===== src/hdl/thtp_pkg.sv =====
// Package for the twelve-hour time text parser: parse phases, character codes,
// limits and the word structures passed between stages. No dependencies.
package thtp_pkg;

  typedef enum logic [2:0] {
    PH_HOUR  = 3'd0,
    PH_MIN1  = 3'd1,
    PH_MIN2  = 3'd2,
    PH_SPACE = 3'd3,
    PH_MERID = 3'd4,
    PH_TRAIL = 3'd5
  } phase_t;

  localparam logic [7:0] CH_SPACE = 8'd32;
  localparam logic [7:0] CH_COLON = 8'd58;
  localparam logic [7:0] CH_ZERO  = 8'd48;
  localparam logic [7:0] CH_NINE  = 8'd57;
  localparam logic [7:0] CH_UP_A  = 8'd65;
  localparam logic [7:0] CH_UP_Z  = 8'd90;
  localparam logic [7:0] CH_CASE  = 8'd32;
  localparam logic [7:0] CH_A     = 8'd97;
  localparam logic [7:0] CH_P     = 8'd112;
  localparam logic [7:0] CH_M     = 8'd109;

  localparam logic [3:0]  HOUR_SAT     = 4'd13;
  localparam logic [3:0]  HOUR_MAX     = 4'd12;
  localparam logic [1:0]  HDIG_SAT     = 2'd3;
  localparam logic [6:0]  MIN_LIMIT    = 7'd60;
  localparam logic [10:0] MIN_HALF_DAY = 11'd720;

  // Input word held by the input stage.
  typedef struct packed {
    logic       last_char;
    logic [7:0] char_code;
  } in_word_t;

  // Result word for the output stage.
  typedef struct packed {
    logic [10:0] minute_of_day;
    logic        time_valid;
  } res_word_t;

endpackage


===== src/hdl/thtp_in_stage.sv =====
// Input register stage of the time text parser.
// Depends on thtp_pkg for the input word structure.
module thtp_in_stage (
  input  logic               clk,
  input  logic               rst_n,
  input  logic               in_tvalid,
  output logic               in_tready,
  input  thtp_pkg::in_word_t in_word,
  input  logic               take,      // parser consumes the held word
  output logic               hold_valid,
  output thtp_pkg::in_word_t hold_word
);

  logic               valid_r, valid_nxt;
  thtp_pkg::in_word_t word_r;

  // Accept whenever empty or the held word leaves this cycle.
  assign in_tready = !valid_r || take;

  always_comb begin
    valid_nxt = valid_r;
    if (in_tready) begin
      valid_nxt = in_tvalid;
    end
  end

  always_ff @(posedge clk) begin
    if (!rst_n) begin
      valid_r <= 1'b0;
    end else begin
      valid_r <= valid_nxt;
    end
  end

  always_ff @(posedge clk) begin
    if (in_tready && in_tvalid) begin
      word_r <= in_word;
    end
  end

  assign hold_valid = valid_r;
  assign hold_word  = word_r;

endmodule


===== src/hdl/thtp_parser.sv =====
// Parse state and per-character update of the time text parser, plus the
// result computed on the last character. Depends on thtp_pkg.
module thtp_parser (
  input  logic                clk,
  input  logic                rst_n,
  input  logic                take,
  input  thtp_pkg::in_word_t  word,
  output thtp_pkg::res_word_t res
);

  thtp_pkg::phase_t phase_r, phase_nxt;
  logic [3:0] hour_r, hour_nxt;
  logic [1:0] hdig_r, hdig_nxt;
  logic [6:0] min_r, min_nxt;
  logic       pm_r, pm_nxt;
  logic       err_r, err_nxt;

  logic [7:0] c;
  logic       is_dig;
  logic [7:0] hour_acc;
  logic [6:0] min_acc;
  logic [3:0] hour_mod;
  logic [9:0] hour_min;
  logic       ok;

  // Fold upper case to lower case.
  always_comb begin
    c = word.char_code;
    if (word.char_code >= thtp_pkg::CH_UP_A && word.char_code <= thtp_pkg::CH_UP_Z) begin
      c = word.char_code + thtp_pkg::CH_CASE;
    end
  end

  // Minutes wrap at 7 bits: keep only the low bits of 8*m and 2*m.
  assign is_dig   = (c >= thtp_pkg::CH_ZERO) && (c <= thtp_pkg::CH_NINE);
  assign hour_acc = {1'b0, hour_r, 3'b000} + {3'b000, hour_r, 1'b0} + {4'b0000, c[3:0]};
  assign min_acc  = {min_r[3:0], 3'b000} + {min_r[5:0], 1'b0} + {3'b000, c[3:0]};

  // Next parse state for one character.
  always_comb begin
    phase_nxt = phase_r;
    hour_nxt  = hour_r;
    hdig_nxt  = hdig_r;
    min_nxt   = min_r;
    pm_nxt    = pm_r;
    err_nxt   = err_r;
    if (!err_r) begin
      case (phase_r)
        thtp_pkg::PH_HOUR: begin
          if (is_dig) begin
            hour_nxt = (hour_acc > {4'b0000, thtp_pkg::HOUR_SAT}) ? thtp_pkg::HOUR_SAT
                                                                  : hour_acc[3:0];
            if (hdig_r != thtp_pkg::HDIG_SAT) begin
              hdig_nxt = hdig_r + 2'd1;
            end
          end else if (hdig_r == 2'd0) begin
            err_nxt = 1'b1;
          end else if (c == thtp_pkg::CH_COLON) begin
            if (hdig_r == thtp_pkg::HDIG_SAT) begin
              err_nxt = 1'b1;
            end else begin
              phase_nxt = thtp_pkg::PH_MIN1;
            end
          end else if (c == thtp_pkg::CH_SPACE) begin
            phase_nxt = thtp_pkg::PH_SPACE;
          end else if (c == thtp_pkg::CH_A || c == thtp_pkg::CH_P) begin
            pm_nxt    = (c == thtp_pkg::CH_P);
            phase_nxt = thtp_pkg::PH_MERID;
          end else begin
            err_nxt = 1'b1;
          end
        end
        thtp_pkg::PH_MIN1, thtp_pkg::PH_MIN2: begin
          if (is_dig) begin
            min_nxt = min_acc;
            if (phase_r == thtp_pkg::PH_MIN1) begin
              phase_nxt = thtp_pkg::PH_MIN2;
            end else begin
              err_nxt   = (min_acc >= thtp_pkg::MIN_LIMIT);
              phase_nxt = thtp_pkg::PH_SPACE;
            end
          end else begin
            err_nxt = 1'b1;
          end
        end
        thtp_pkg::PH_SPACE: begin
          if (c == thtp_pkg::CH_A || c == thtp_pkg::CH_P) begin
            pm_nxt    = (c == thtp_pkg::CH_P);
            phase_nxt = thtp_pkg::PH_MERID;
          end else if (c != thtp_pkg::CH_SPACE) begin
            err_nxt = 1'b1;
          end
        end
        thtp_pkg::PH_MERID: begin
          if (c == thtp_pkg::CH_M) begin
            phase_nxt = thtp_pkg::PH_TRAIL;
          end else begin
            err_nxt = 1'b1;
          end
        end
        thtp_pkg::PH_TRAIL: begin
          if (c != thtp_pkg::CH_SPACE) begin
            err_nxt = 1'b1;
          end
        end
        default: begin
          err_nxt = 1'b1;
        end
      endcase
    end
  end

  // Result from the updated state; twelve o'clock folds to zero.
  assign ok       = !err_nxt && (phase_nxt == thtp_pkg::PH_TRAIL) &&
                    (hour_nxt <= thtp_pkg::HOUR_MAX);
  assign hour_mod = (hour_nxt == thtp_pkg::HOUR_MAX) ? 4'd0 : hour_nxt;
  assign hour_min = {hour_mod, 6'b000000} - {4'b0000, hour_mod, 2'b00};

  always_comb begin
    res.time_valid    = ok;
    res.minute_of_day = 11'd0;
    if (ok) begin
      res.minute_of_day = {1'b0, hour_min} + {4'b0000, min_nxt} +
                          (pm_nxt ? thtp_pkg::MIN_HALF_DAY : 11'd0);
    end
  end

  always_ff @(posedge clk) begin
    if (!rst_n) begin
      phase_r <= thtp_pkg::PH_HOUR;
      hour_r  <= 4'd0;
      hdig_r  <= 2'd0;
      min_r   <= 7'd0;
      pm_r    <= 1'b0;
      err_r   <= 1'b0;
    end else if (take) begin
      if (word.last_char) begin
        phase_r <= thtp_pkg::PH_HOUR;
        hour_r  <= 4'd0;
        hdig_r  <= 2'd0;
        min_r   <= 7'd0;
        pm_r    <= 1'b0;
        err_r   <= 1'b0;
      end else begin
        phase_r <= phase_nxt;
        hour_r  <= hour_nxt;
        hdig_r  <= hdig_nxt;
        min_r   <= min_nxt;
        pm_r    <= pm_nxt;
        err_r   <= err_nxt;
      end
    end
  end

  a_restart: assert property (@(posedge clk) disable iff (!rst_n)
    take && word.last_char |=> phase_r == thtp_pkg::PH_HOUR && !err_r && hour_r == 4'd0)
    else $error("parse state not cleared after last character");

  a_hour_sat: assert property (@(posedge clk) disable iff (!rst_n)
    hour_r <= thtp_pkg::HOUR_SAT)
    else $error("hour accumulator above saturation");

  a_minute_pair: assert property (@(posedge clk) disable iff (!rst_n)
    (phase_r == thtp_pkg::PH_SPACE || phase_r == thtp_pkg::PH_MERID ||
     phase_r == thtp_pkg::PH_TRAIL) && !err_r |-> min_r < thtp_pkg::MIN_LIMIT)
    else $error("minute value out of range past minutes");

endmodule


===== src/hdl/thtp_out_stage.sv =====
// Output register stage of the time text parser.
// Depends on thtp_pkg for the result word structure.
module thtp_out_stage (
  input  logic                clk,
  input  logic                rst_n,
  input  logic                load,
  input  thtp_pkg::res_word_t res,
  output logic                space,     // can take a result this cycle
  output logic                out_tvalid,
  input  logic                out_tready,
  output thtp_pkg::res_word_t out_res
);

  logic                valid_r, valid_nxt;
  thtp_pkg::res_word_t res_r;

  assign space = !valid_r || out_tready;

  always_comb begin
    valid_nxt = valid_r;
    if (space) begin
      valid_nxt = load;
    end
  end

  always_ff @(posedge clk) begin
    if (!rst_n) begin
      valid_r <= 1'b0;
    end else begin
      valid_r <= valid_nxt;
    end
  end

  always_ff @(posedge clk) begin
    if (load && space) begin
      res_r <= res;
    end
  end

  assign out_tvalid = valid_r;
  assign out_res    = res_r;

endmodule


===== src/hdl/twelve_hour_time_text_parser_top.sv =====
// Twelve-hour time text parser. Feed a time string one byte per word on the
// input stream (in_tdata = character, in_tlast on the final character); case
// is ignored and the accepted form is digits, optionally ':' and two minute
// digits, optional spaces, "am" or "pm", optional trailing spaces. Each
// string yields exactly one result word, emitted for its last character:
// bit 0 of out_tdata flags a valid time and bits 11:1 carry the minute of the
// day (0 when rejected). Throughput is one character per clock, save for the
// stall below; a character passes an input register, then combinational parse
// logic into a result register, which loads the result word when the last
// character leaves the input register. Only a full, unread result register
// stalls the input, and only for a last character. Depends on thtp_pkg,
// thtp_in_stage, thtp_parser, thtp_out_stage.
module twelve_hour_time_text_parser_top (
  input  logic        clk,
  input  logic        rst_n,
  input  logic        in_tvalid,
  output logic        in_tready,
  input  logic [7:0]  in_tdata,    // [7:0] char_code
  input  logic        in_tlast,    // last_char
  output logic        out_tvalid,
  input  logic        out_tready,
  output logic [15:0] out_tdata    // [0] time_valid, [11:1] minute_of_day, rest zero
);

  thtp_pkg::in_word_t  in_word;
  thtp_pkg::in_word_t  hold_word;
  thtp_pkg::res_word_t res;
  thtp_pkg::res_word_t out_res;
  logic                hold_valid;
  logic                take;
  logic                space;

  assign in_word.char_code = in_tdata;
  assign in_word.last_char = in_tlast;

  // Advance the held character unless it is a last character facing a full
  // result register.
  assign take = hold_valid && (!hold_word.last_char || space);

  thtp_in_stage u_in (
    .clk        (clk),
    .rst_n      (rst_n),
    .in_tvalid  (in_tvalid),
    .in_tready  (in_tready),
    .in_word    (in_word),
    .take       (take),
    .hold_valid (hold_valid),
    .hold_word  (hold_word)
  );

  thtp_parser u_parse (
    .clk   (clk),
    .rst_n (rst_n),
    .take  (take),
    .word  (hold_word),
    .res   (res)
  );

  // Load a result only for the last character of a string.
  thtp_out_stage u_out (
    .clk        (clk),
    .rst_n      (rst_n),
    .load       (take && hold_word.last_char),
    .res        (res),
    .space      (space),
    .out_tvalid (out_tvalid),
    .out_tready (out_tready),
    .out_res    (out_res)
  );

  assign out_tdata = {4'b0000, out_res.minute_of_day, out_res.time_valid};

  a_zero_reject: assert property (@(posedge clk) disable iff (!rst_n)
    out_tvalid && !out_tdata[0] |-> out_tdata[11:1] == 11'd0)
    else $error("rejected word carries nonzero minutes");

  a_day_range: assert property (@(posedge clk) disable iff (!rst_n)
    out_tvalid |-> out_tdata[11:1] < 11'd1440)
    else $error("minute of day out of range");

  a_stall_last: assert property (@(posedge clk) disable iff (!rst_n)
    hold_valid && !hold_word.last_char |-> in_tready)
    else $error("input stalled behind a non-last character");

endmodule

===== config.mk =====
export PLATFORM = sky130hd
export DESIGN_NAME = twelve_hour_time_text_parser_top
export DESIGN_NICKNAME = d
export VERILOG_FILES = /design/src/hdl/thtp_pkg.sv /design/src/hdl/thtp_in_stage.sv /design/src/hdl/thtp_parser.sv /design/src/hdl/thtp_out_stage.sv /design/src/hdl/twelve_hour_time_text_parser_top.sv
export SDC_FILE = /design/constraint.sdc
export NUM_CORES = 1
export LEC_CHECK = 0
export BUFFER_PORTS_ARGS = -buffer_cell sky130_fd_sc_hd__buf_2
export CORE_MARGIN = 3
export CORE_UTILIZATION = 50
export DETAILED_ROUTE_END_ITERATION = 12
export PLACE_DENSITY = 0.72
export SKIP_LAST_GASP = 1
export SLEW_MARGIN = 20
export SYNTH_ARGS = -nofsm -noshare
export SYNTH_HDL_FRONTEND = slang
export SYNTH_SLANG_ARGS = --single-unit

===== constraint.sdc =====
create_clock -name clk -period 9.7 [get_ports clk]
set_input_delay 0 -clock clk [delete_from_list [all_inputs] [get_ports clk]]
set_output_delay 0 -clock clk [all_outputs]
set_load 0.03 [all_outputs]

Word-level counts from Yosys, hierarchy flattened
Cells that the tools add are included.

Bits of input ports: 13. Logic and storage cells: 118. Output and inout port bits: 18. Flip-flop bits (word level): 41.

Add/sub/neg operators: 9. $lt $le $gt $ge: 7. Mux-type cells: 51. Reduce and logical (&&, ||, !) cells: 23. Eq/ne operators: 16.

Operators by type and width (number): two-way mux 3 bit (10); two-way mux 7 bit (4); equality test 8 x 7 -> 1 bit, second input constant (3); two-way mux 4 bit (6); two-way mux 1 bit (21); equality test 8 x 6 -> 1 bit, second input constant (2); case mux 3 bit (4 select lines) (1); adder 10 x 7 -> 11 bit (1); adder 11 bit (1); two-way mux 10 bit (1); two-way mux 2 bit (5); subtractor 10 x 6 -> 10 bit (1); equality test 3 bit, second input constant (3); adder 7 x 5 -> 8 bit (1); adder 8 x 4 -> 8 bit (1); adder 8 x 6 -> 8 bit, second input constant (1); greater-or-equal comparator 8 x 6 -> 1 bit, second input constant (1); greater-or-equal comparator 8 x 7 -> 1 bit, second input constant (1); > comparator 8 x 4 -> 1 bit, second input constant (1); less-or-equal comparator 8 x 6 -> 1 bit, second input constant (1); less-or-equal comparator 8 x 7 -> 1 bit, second input constant (1); logical AND 1 bit (8); two-way mux 8 bit (1); != test 8 x 6 -> 1 bit, second input constant (1); other kinds (19) (29).

Longest topological paths before layout
Gate-level depths: netlist of run 1.

Depth in word-level cells: 15. Gate-level depth with buffers: 26. Mapped depth without buffers: 26.

Cells and area by module
From an unflattened synthesis of run 1, not the netlist that was laid out.

Cells, all modules: 378. Area total of the unflattened synthesis: 3540.9 um^2.

By module, submodules not included: thtp_parser (cells each 339, sequential area each 360.3 um^2, area an instance 2742.6 um^2, instances 1); thtp_out_stage (cells each 17, sequential area each 380.4 um^2, area an instance 417.9 um^2, instances 1); thtp_in_stage (cells each 14, sequential area each 290.3 um^2, area an instance 327.8 um^2, instances 1); twelve_hour_time_text_parser_top (cells each 8, sequential area each 0.0 um^2, area an instance 52.6 um^2, instances 1).

Worst setup path after synthesis of run 1
OpenSTA, ideal clock, no wires.

Kind: reg-to-reg. Start point: register u_in.word_r (netlist bit u_in.hold_word[3]). End point: register u_out.res_r (netlist bit u_out.out_res[11]) (data pin). Path buffers: 0. Setup time: 176 ps. Clock period less this slack: 5111 ps. Stages on the path, launching flop included: 24. Arrival time: 4935 ps. Path slack: 4589 ps. Data required time: 9524 ps. Path through: edfxtp_1 -> fa_1 -> inv_1 -> fa_1 -> nor2_1 -> a31oi_1 -> nor3_1 -> nand2_1 -> o21ai_1 -> inv_1 -> ha_1 -> nand2_1 -> a21oi_1 -> a31oi_1 -> and3_1 -> nor2_1 -> fa_1 -> ha_1 -> a21o_1 -> a21oi_1 -> o21bai_1 -> a2111oi_0 -> nor3_1 -> nor4_1.

Cells in the longest elaborated chain, start to end: 15. Elaborated cells on any way between the ends: 65. Classes of those cells: add/sub: 6; order compare: 7; eq/ne: 8; mux: 38; reduce/logical: 6.

Ends and longest elaborated chain: start: declaration (RTL line thtp_in_stage.sv:15) `thtp_pkg::in_word_t word_r;`; start signal: assignment (RTL line thtp_in_stage.sv:37) `word_r <= in_word;`; greater-or-equal comparator 8 x 7 -> 1 bit / less-or-equal comparator 8 x 7 -> 1 bit (equally long branches) (RTL line thtp_parser.sv:29) `if (word.char_code >= thtp_pkg::CH_UP_A && word.char_code <= thtp_pkg::CH_UP_Z) begin`; logical AND 1 bit (RTL line thtp_parser.sv:29); two-way mux 8 bit (*) (RTL line thtp_parser.sv:29); parallel branches: the longest is 12 deep, another holds adder 10 x 7 -> 11 bit; end signal: assignment (RTL line thtp_out_stage.sv:36) `res_r <= res;`; end: declaration (RTL line thtp_out_stage.sv:15) `thtp_pkg::res_word_t res_r;`.

Mark *: on every way between the ends. A chain may end at the register's enable or synchronous reset.

Worst setup path after layout of run 1
Ends and elaborated chain as after synthesis.

==> flow_summary_export.csv, run 1 <==
group,metric,value,unit
run_status,status,"finished clean",
worst_setup_path,start_kind,"flop",
worst_setup_path,cp.arrival,5.86,ns
synthesis,synthCells,372,
sta,timing.final.ws_setup,3.95,ns
sta,grt_setup_unrepaired,"false",
worst_setup_path,worstPathMaxFanout,8,
sta,min_period_over_period,59.3,%
placed_design,portBuffers,26,
floorplan,num_rows,29,
sta,slew_violations,0,
synthesis,ys_seq_elements,41,
finish,fillers,570,
global_route,grt_use_total,21.9,%
worst_setup_path,reg2reg_slack,3.95,ns
floorplan,coreArea,6530,sq um
placed_design,placed_area,3600,sq um
placed_design,gp_congestion,0.927,
synthesis,yosysTopAreaCellShare,18.2,%
power_and_ir_drop,leakage,1.59,nW
min_path,hold_start,"out_tready",
placed_design,pre_cts_slack,4.05,ns
global_route,grt_max_degree,22,
synthesis,synth_edf_count,21,
synthesis,synth-async-reset-ratio,0,%
worst_setup_path,crit_buf_inv,2,
sta,fmax,174,MHz
detailed_routing,drc,0,
sta,hold_viol_final,0,
cts,cts_made_buffers,5,
floorplan,pin_count,31,
worst_setup_path,cp_common_cell,"fa_1",
finish,final_cell_mix,"ha_1 (31), inv_1 (27), buf_2 (26)",
cts,h-tree-depth,2,
synthesis,ys_seq_area_share,29.7,%
detailed_routing,wl_per_cell,16.5,microns
detailed_routing,antenna_left,0,
worst_setup_path,r2r_start,"u_in.hold_word[3]",
worst_setup_path,max_stage_delay,0.62,ns
synthesis,yosysTopAreaCell,"edfxtp_1",
sta,setup_viol,0,
detailed_routing,detail_route.first_pass.iterations,5,
synthesis,synth_area,3470,sq um
min_path,hold_path_end,"u_out.out_tvalid",
worst_setup_path,crit_family,"adder cells",
cts,cts_sinks,41,
sta,relSlewSlack,34.6,%
synthesis,synth_area_leaders,"edfxtp_1 (18%), dfxtp_1 (12%), ha_1 (11%)",
global_route,grt_antenna_before_repair,0,
floorplan,start_util,53.2,%
synthesis,synthFlopType,"edfxtp_1",
detailed_routing,drt_iter0_markers,195,
finish,area_delta_synth_final,9.94,%
detailed_routing,routed_wirelength,7.90,mm
power_and_ir_drop,total_power,387,uW
global_route,grt_pass1_vias,2771,
finish,final_common_cell,"ha_1",
synthesis,synth_warnings,0,
synthesis,avgSynthCellArea,9.34,sq um
global_route,gr-total-overflow,0,
min_path,min_path_type,"primary input to flop",
synthesis,synth_cell_types,68,
power_and_ir_drop,vdd_drop_max,90.2,uV
sta,setup_tns,0,ns
finish,regArea,1030,sq um
cts,cts_hold_buf,10,
min_path,hold_depth,3,
finish,final_cell_area,3820,sq um
sta,holdWs,0.0715,ns
finish,multi_input_area,2220,sq um
cts,cts_resized,0,
power_and_ir_drop,p_per_area,101,nW/um^2
finish,antennaDiodeCount,0,
finish,nets,451,
worst_setup_path,worst_ep_required_time,9.81,ns
cts,cts_tree,"built",
worst_setup_path,crit_type,"flop to flop",
cts,cts_setup_buffers,0,
cts,clk_pin_slew,0.08,ns
sta,tightest_slew,0.976,ns
global_route,grt_pass1_wl,13.7,mm
cts,cts_buffer_depth,2,
detailed_routing,vias,2952,
run,maxCapViolations,0,
worst_setup_path,r2r_end,"u_out.out_res[11]",
floorplan,dieHeight,89.3,microns
cts,clock_latency,0.29,ns
sta,clock_skew,0.00686,ns
detailed_routing,avgViaCountPerCell,6.18,
sta,period_needed,5.75,ns
floorplan,die_x,89.3,microns
worst_setup_path,cp-end-kind,"flop",
worst_setup_path,rr_worst_depth,23,
finish,drive_above_1_share,15.0,%
placed_design,dp_hpwl,5.90,mm
floorplan,die_area,7980,sq um
worst_setup_path,cp_slowest_cell,"fa_1",
cts,root_buffer,"clkbuf_8",
worst_setup_path,crit_path_cell_trace,"fa_1 -> inv_1 -> fa_1 -> nor2_1 -> a31oi_1 -> nor3_1 -> nand2_1 -> o21ai_1 -> inv_1 -> ha_1 -> nand2_1 -> a21oi_1 -> a31oi_1 -> and3_1 -> nor2_1 -> fa_1 -> ha_1 -> a21o_1 -> a21oi_1 -> o21bai_1 -> a2111oi_0 -> nor3_1 -> nor4_1",
## synth_stat cells (4+ instances only)
library cell / n
nand2_1: 23
dfxtp_1: 20
xnor2_1: 9
ha_1: 31
nor4_2: 9
nor2_1: 16
edfxtp_1: 21
clkbuf_1: 9
a22oi_1: 7
a21oi_1: 14
buf_4: 5
a31oi_1: 5
nor3_1: 13
o21ai_1: 5
o211ai_1: 5
nor3b_1: 4
nor2b_1: 22
o21ai_0: 17
and2_1: 6
fa_1: 7
inv_1: 27
mux2_2: 4
a21o_1: 9
buf_6: 4
nand3_1: 10
## worst min-delay path, delay by kind of cell
kind,cells,cell delay (ns)
AOI/OAI and AO/OA,1,0.18
buffers and inverters,1,0.08
and+or+nand+nor,1,0.06
## power by group
part | internal, mW | switching (mW) | leakage (nW) | total (mW)
logic | 0.0197 | 0.0331 | 1.16 | 0.0528
clock network | 0.0839 | 0.0579 | 0.0585 | 0.142
registers | 0.186 | 0.00698 | 0.371 | 0.193
total | 0.289 | 0.0980 | 1.59 | 0.387
## logic make-up (layout without fill, tap and decap cells)
family | after synthesis | count (layout) | synth area share (%)
xor gates and xnor gates | 12 | 12 | 3.03
and+or+nand+nor | 127 | 127 | 22.0
adders and majority gates | 38 | 38 | 15.2
AOI/OAI and AO/OA | 99 | 99 | 21.4
muxes | 6 | 6 | 1.87
buffers and inverters | 48 | 74 | 6.70
other | 1 | 4 | 0.108
DFF | 41 | 41 | 29.7
## worst max path at each step
stage,slack [ns],start,depth (start not counted),to
floorplan,4.59,u_in.hold_word[3],23,u_out.out_res[11]
global placement,4.21,u_in.hold_word[3],23,u_out.out_res[11]
detailed placement,4.05,u_in.hold_word[3],23,u_out.out_res[11]
CTS,3.99,u_in.hold_word[3],23,u_out.out_res[11]
global route,3.44,u_in.hold_word[3],23,u_out.out_res[11]
finish,3.95,u_in.hold_word[3],23,u_out.out_res[11]
## metrics by stage
stage / cells / utilization, %
after floorplan: 375 / -
after global placement: 460 / 55.2
after detailed placement: 460 / 55.2
after CTS: 478 / 58.5
after global routing: 478 / 58.5
final: 478 / 58.5
## state kept, by name, indices dropped and copies added (netlist names), 2 cells and up
register,cells
u_parse.hour_r,4
u_parse.phase_r,3
u_parse.hdig_r,2
u_parse.min_r,7
u_out.out_res,12
u_in.hold_word,9
## final cells by class
type	count	area share (%)
Tap cell	77	2.52
Clock inverter	1	0.786
Inverter	27	2.65
Multi-Input combinational cell	286	58.2
Sequential cell	41	27.0
Timing Repair Buffer	39	6.62
Clock buffer	7	2.26
## metal layers
| metal | track usage, % | wire length, microns | vias up |
|---|---|---|---|
| li1 | - | - | 1420 |
| met1 | 30.9 | 3580 | 1415 |
| met2 | 34.1 | 3640 | 107 |
| met3 | 4.33 | 548 | 10 |
| met4 | 6.09 | 138 | 0 |
| met5 | 0 | 0 | - |
Power figures use the tool's default switching activity.
==> run 2, diff against run 1 <==
==> constraint.sdc (replaced) <==
create_clock -name clk -period 5.5 [get_ports clk]
set_input_delay 0 -clock clk [delete_from_list [all_inputs] [get_ports clk]]
set_output_delay 0 -clock clk [all_outputs]
set_load 0.03 [all_outputs]
==> run 2 against run 1 <==
  * Utilization is 2.1 points higher
  * Sequential share of layout area is 0.94 points lower
  * Worst setup slack worse by 3.7 ns
  * Clock skew is 0.0018 ns higher
  * Maximum frequency is 10% higher
  * Routed wire length is 9.2% higher
  * Critical endpoint unchanged
  * Combinational power is 100% higher
  * Non-clock buffer count is 13 higher
  * Die area stayed put
  * Critical path type unchanged
  * Largest power group unchanged
  * Register-to-register slack worse by 3.7 ns
==> flow_summary_export.csv, run 2 (synthesized netlist as in run 1, its figures left out) <==
group,metric,value,unit
power_and_ir_drop,p_per_area,167,nW/um^2
cts,cts_sinks,41,
detailed_routing,drc,0,
floorplan,die_x,89.3,microns
floorplan,dieHeight,89.3,microns
cts,cts_made_buffers,5,
global_route,grt_pass1_vias,2866,
detailed_routing,detail_route.first_pass.iterations,5,
finish,final_cell_mix,"ha_1 (30), inv_1 (26), buf_2 (26)",
worst_setup_path,rr_worst_depth,23,
placed_design,gp_congestion,0.927,
global_route,grt_max_degree,22,
cts,cts_buffer_depth,2,
global_route,gr-total-overflow,0,
detailed_routing,antenna_left,0,
sta,fmax,192,MHz
sta,hold_viol_final,0,
sta,tightest_slew,0.917,ns
sta,period_needed,5.21,ns
finish,final_cells,491,
placed_design,pre_cts_slack,-0.0268,ns
floorplan,num_rows,29,
cts,root_buffer,"clkbuf_8",
floorplan,coreArea,6530,sq um
worst_setup_path,worst_ep_required_time,5.62,ns
worst_setup_path,cp.arrival,5.33,ns
worst_setup_path,r2r_end,"u_out.out_res[11]",
sta,setup_viol,0,
min_path,hold_path_end,"u_in.hold_valid",
detailed_routing,drt_iter0_markers,196,
power_and_ir_drop,leakage,1.66,nW
worst_setup_path,crit_type,"flop to flop",
worst_setup_path,reg2reg_slack,0.29,ns
detailed_routing,avgViaCountPerCell,6.21,
finish,drive_above_1_share,21.0,%
detailed_routing,vias,3049,
floorplan,pin_count,31,
placed_design,dp.cells,470,
sta,setup_tns,0,ns
run,maxCapViolations,0,
finish,nets,464,
run_status,status,"finished clean",
cts,clock_latency,0.30,ns
worst_setup_path,worstPathMaxFanout,5,
floorplan,die_area,7980,sq um
sta,grt_setup_unrepaired,"true",
global_route,grt_antenna_before_repair,0,
finish,area_delta_synth_final,13.9,%
power_and_ir_drop,total_power,662,uW
floorplan,start_util,53.2,%
min_path,hold_depth,4,
placed_design,portBuffers,26,
worst_setup_path,crit_start,"u_in.hold_word[3]",
min_path,hold_start,"out_tready",
finish,largest_register_ffs,12,
finish,final_common_cell,"ha_1",
sta,clock_skew,0.00870,ns
cts,clk_pin_slew,0.08,ns
placed_design,dp_hpwl,6.58,mm
worst_setup_path,start_kind,"flop",
global_route,grt_pass1_wl,14.1,mm
min_path,min_path_type,"primary input to flop",
sta,timing.final.ws_setup,0.285,ns
finish,antennaDiodeCount,0,
detailed_routing,routed_wirelength,8.63,mm
cts,cts_tree,"built",
worst_setup_path,r2r_start,"u_in.hold_word[3]",
sta,relSlewSlack,38.2,%
power_and_ir_drop,vdd_drop_max,159,uV
global_route,grt_use_total,23.0,%
finish,fillers,572,
worst_setup_path,cp-end-kind,"flop",
finish,post-route-util,60.6,%
sta,slew_violations,0,
detailed_routing,wl_per_cell,17.6,microns
sta,min_period_over_period,94.8,%
cts,h-tree-depth,2,
run 2: changes by cell type in the layout (fill, tap and decap cells not counted), sizes merged:
cell	delta
buf	+13
bufinv	-1
clkinv	+1
run 2: critical path: stages (launching register included):
cell and delay, ns:
edfxtp_1 0.42, fa_1 0.60, inv_1 0.07, fa_1 0.41, nor2_1 0.14, a31oi_2 0.14, nor3_2 0.21, nand2_1 0.09
o21ai_2 0.17, inv_2 0.07, ha_2 0.21, nand2_1 0.07, a21oi_1 0.04, a31oi_2 0.22, and3_4 0.22, nor2_2 0.05
fa_1 0.48, ha_1 0.31, a21o_1 0.19, a21oi_2 0.18, o21bai_1 0.13, a2111oi_2 0.33, nor3_1 0.10, nor4_1 0.17
run 2: report_power, final:
part	switching, mW	total (mW)	internal [mW]
sequential	0.00833	0.336	0.327
combinational	0.0660	0.107	0.0406
clock	0.106	0.220	0.113
total	0.181	0.662	0.481
run 2: layer usage:
metal	global-route usage (%)	up-vias	routed length, microns
li1	-	1455	-
met1	31.7	1471	3950
met2	36.6	103	4030
met3	3.13	20	462
met4	8.39	0	187
met5	0	-	0
run 2: what timing repair did:
item,in CTS,in global routing
gates resized for setup,2,12
hold buffers,10,0
pin swaps,0,4
buffers inserted,0,3
endpoints found under the setup margin,1,4
hold endpoints to repair,10,0
run 2: layout make-up:
| class | count | area, sq um | share of cell area, % |
|---|---|---|---|
| Tap cell | 77 | 96.3 | 2.44 |
| Multi-Input combinational cell | 286 | 2280 | 57.5 |
| Clock buffer | 7 | 96.3 | 2.44 |
| Clock inverter | 1 | 5.00 | 0.127 |
| Timing Repair Buffer | 52 | 350 | 8.86 |
| Sequential cell | 41 | 1030 | 26.1 |
| Inverter | 27 | 101 | 2.56 |
run 2: worst max path at each step:
stage          depth (start not counted)  slack [ns]           endpoint
3_3_place_gp                          23        0.28  u_out.out_res[11]
3_5_place_dp                          23       -0.03  u_out.out_res[11]
4_1_cts                               23        0.04  u_out.out_res[11]
6_report                              23        0.29  u_out.out_res[11]
5_1_grt                               23       -0.07  u_out.out_res[11]
2_1_floorplan                         23        0.39  u_out.out_res[11]
run 2: stage by stage:
stage | cell area [sq um] | hold WS, ns
4_1_cts | 3880 | 0.0468
5_1_grt | 3960 | 0.0832
3_5_place_dp | 3680 | 0.178
6_report | 3960 | 0.0666
3_3_place_gp | 3680 | 0.176
2_1_floorplan | 3480 | 0.0989
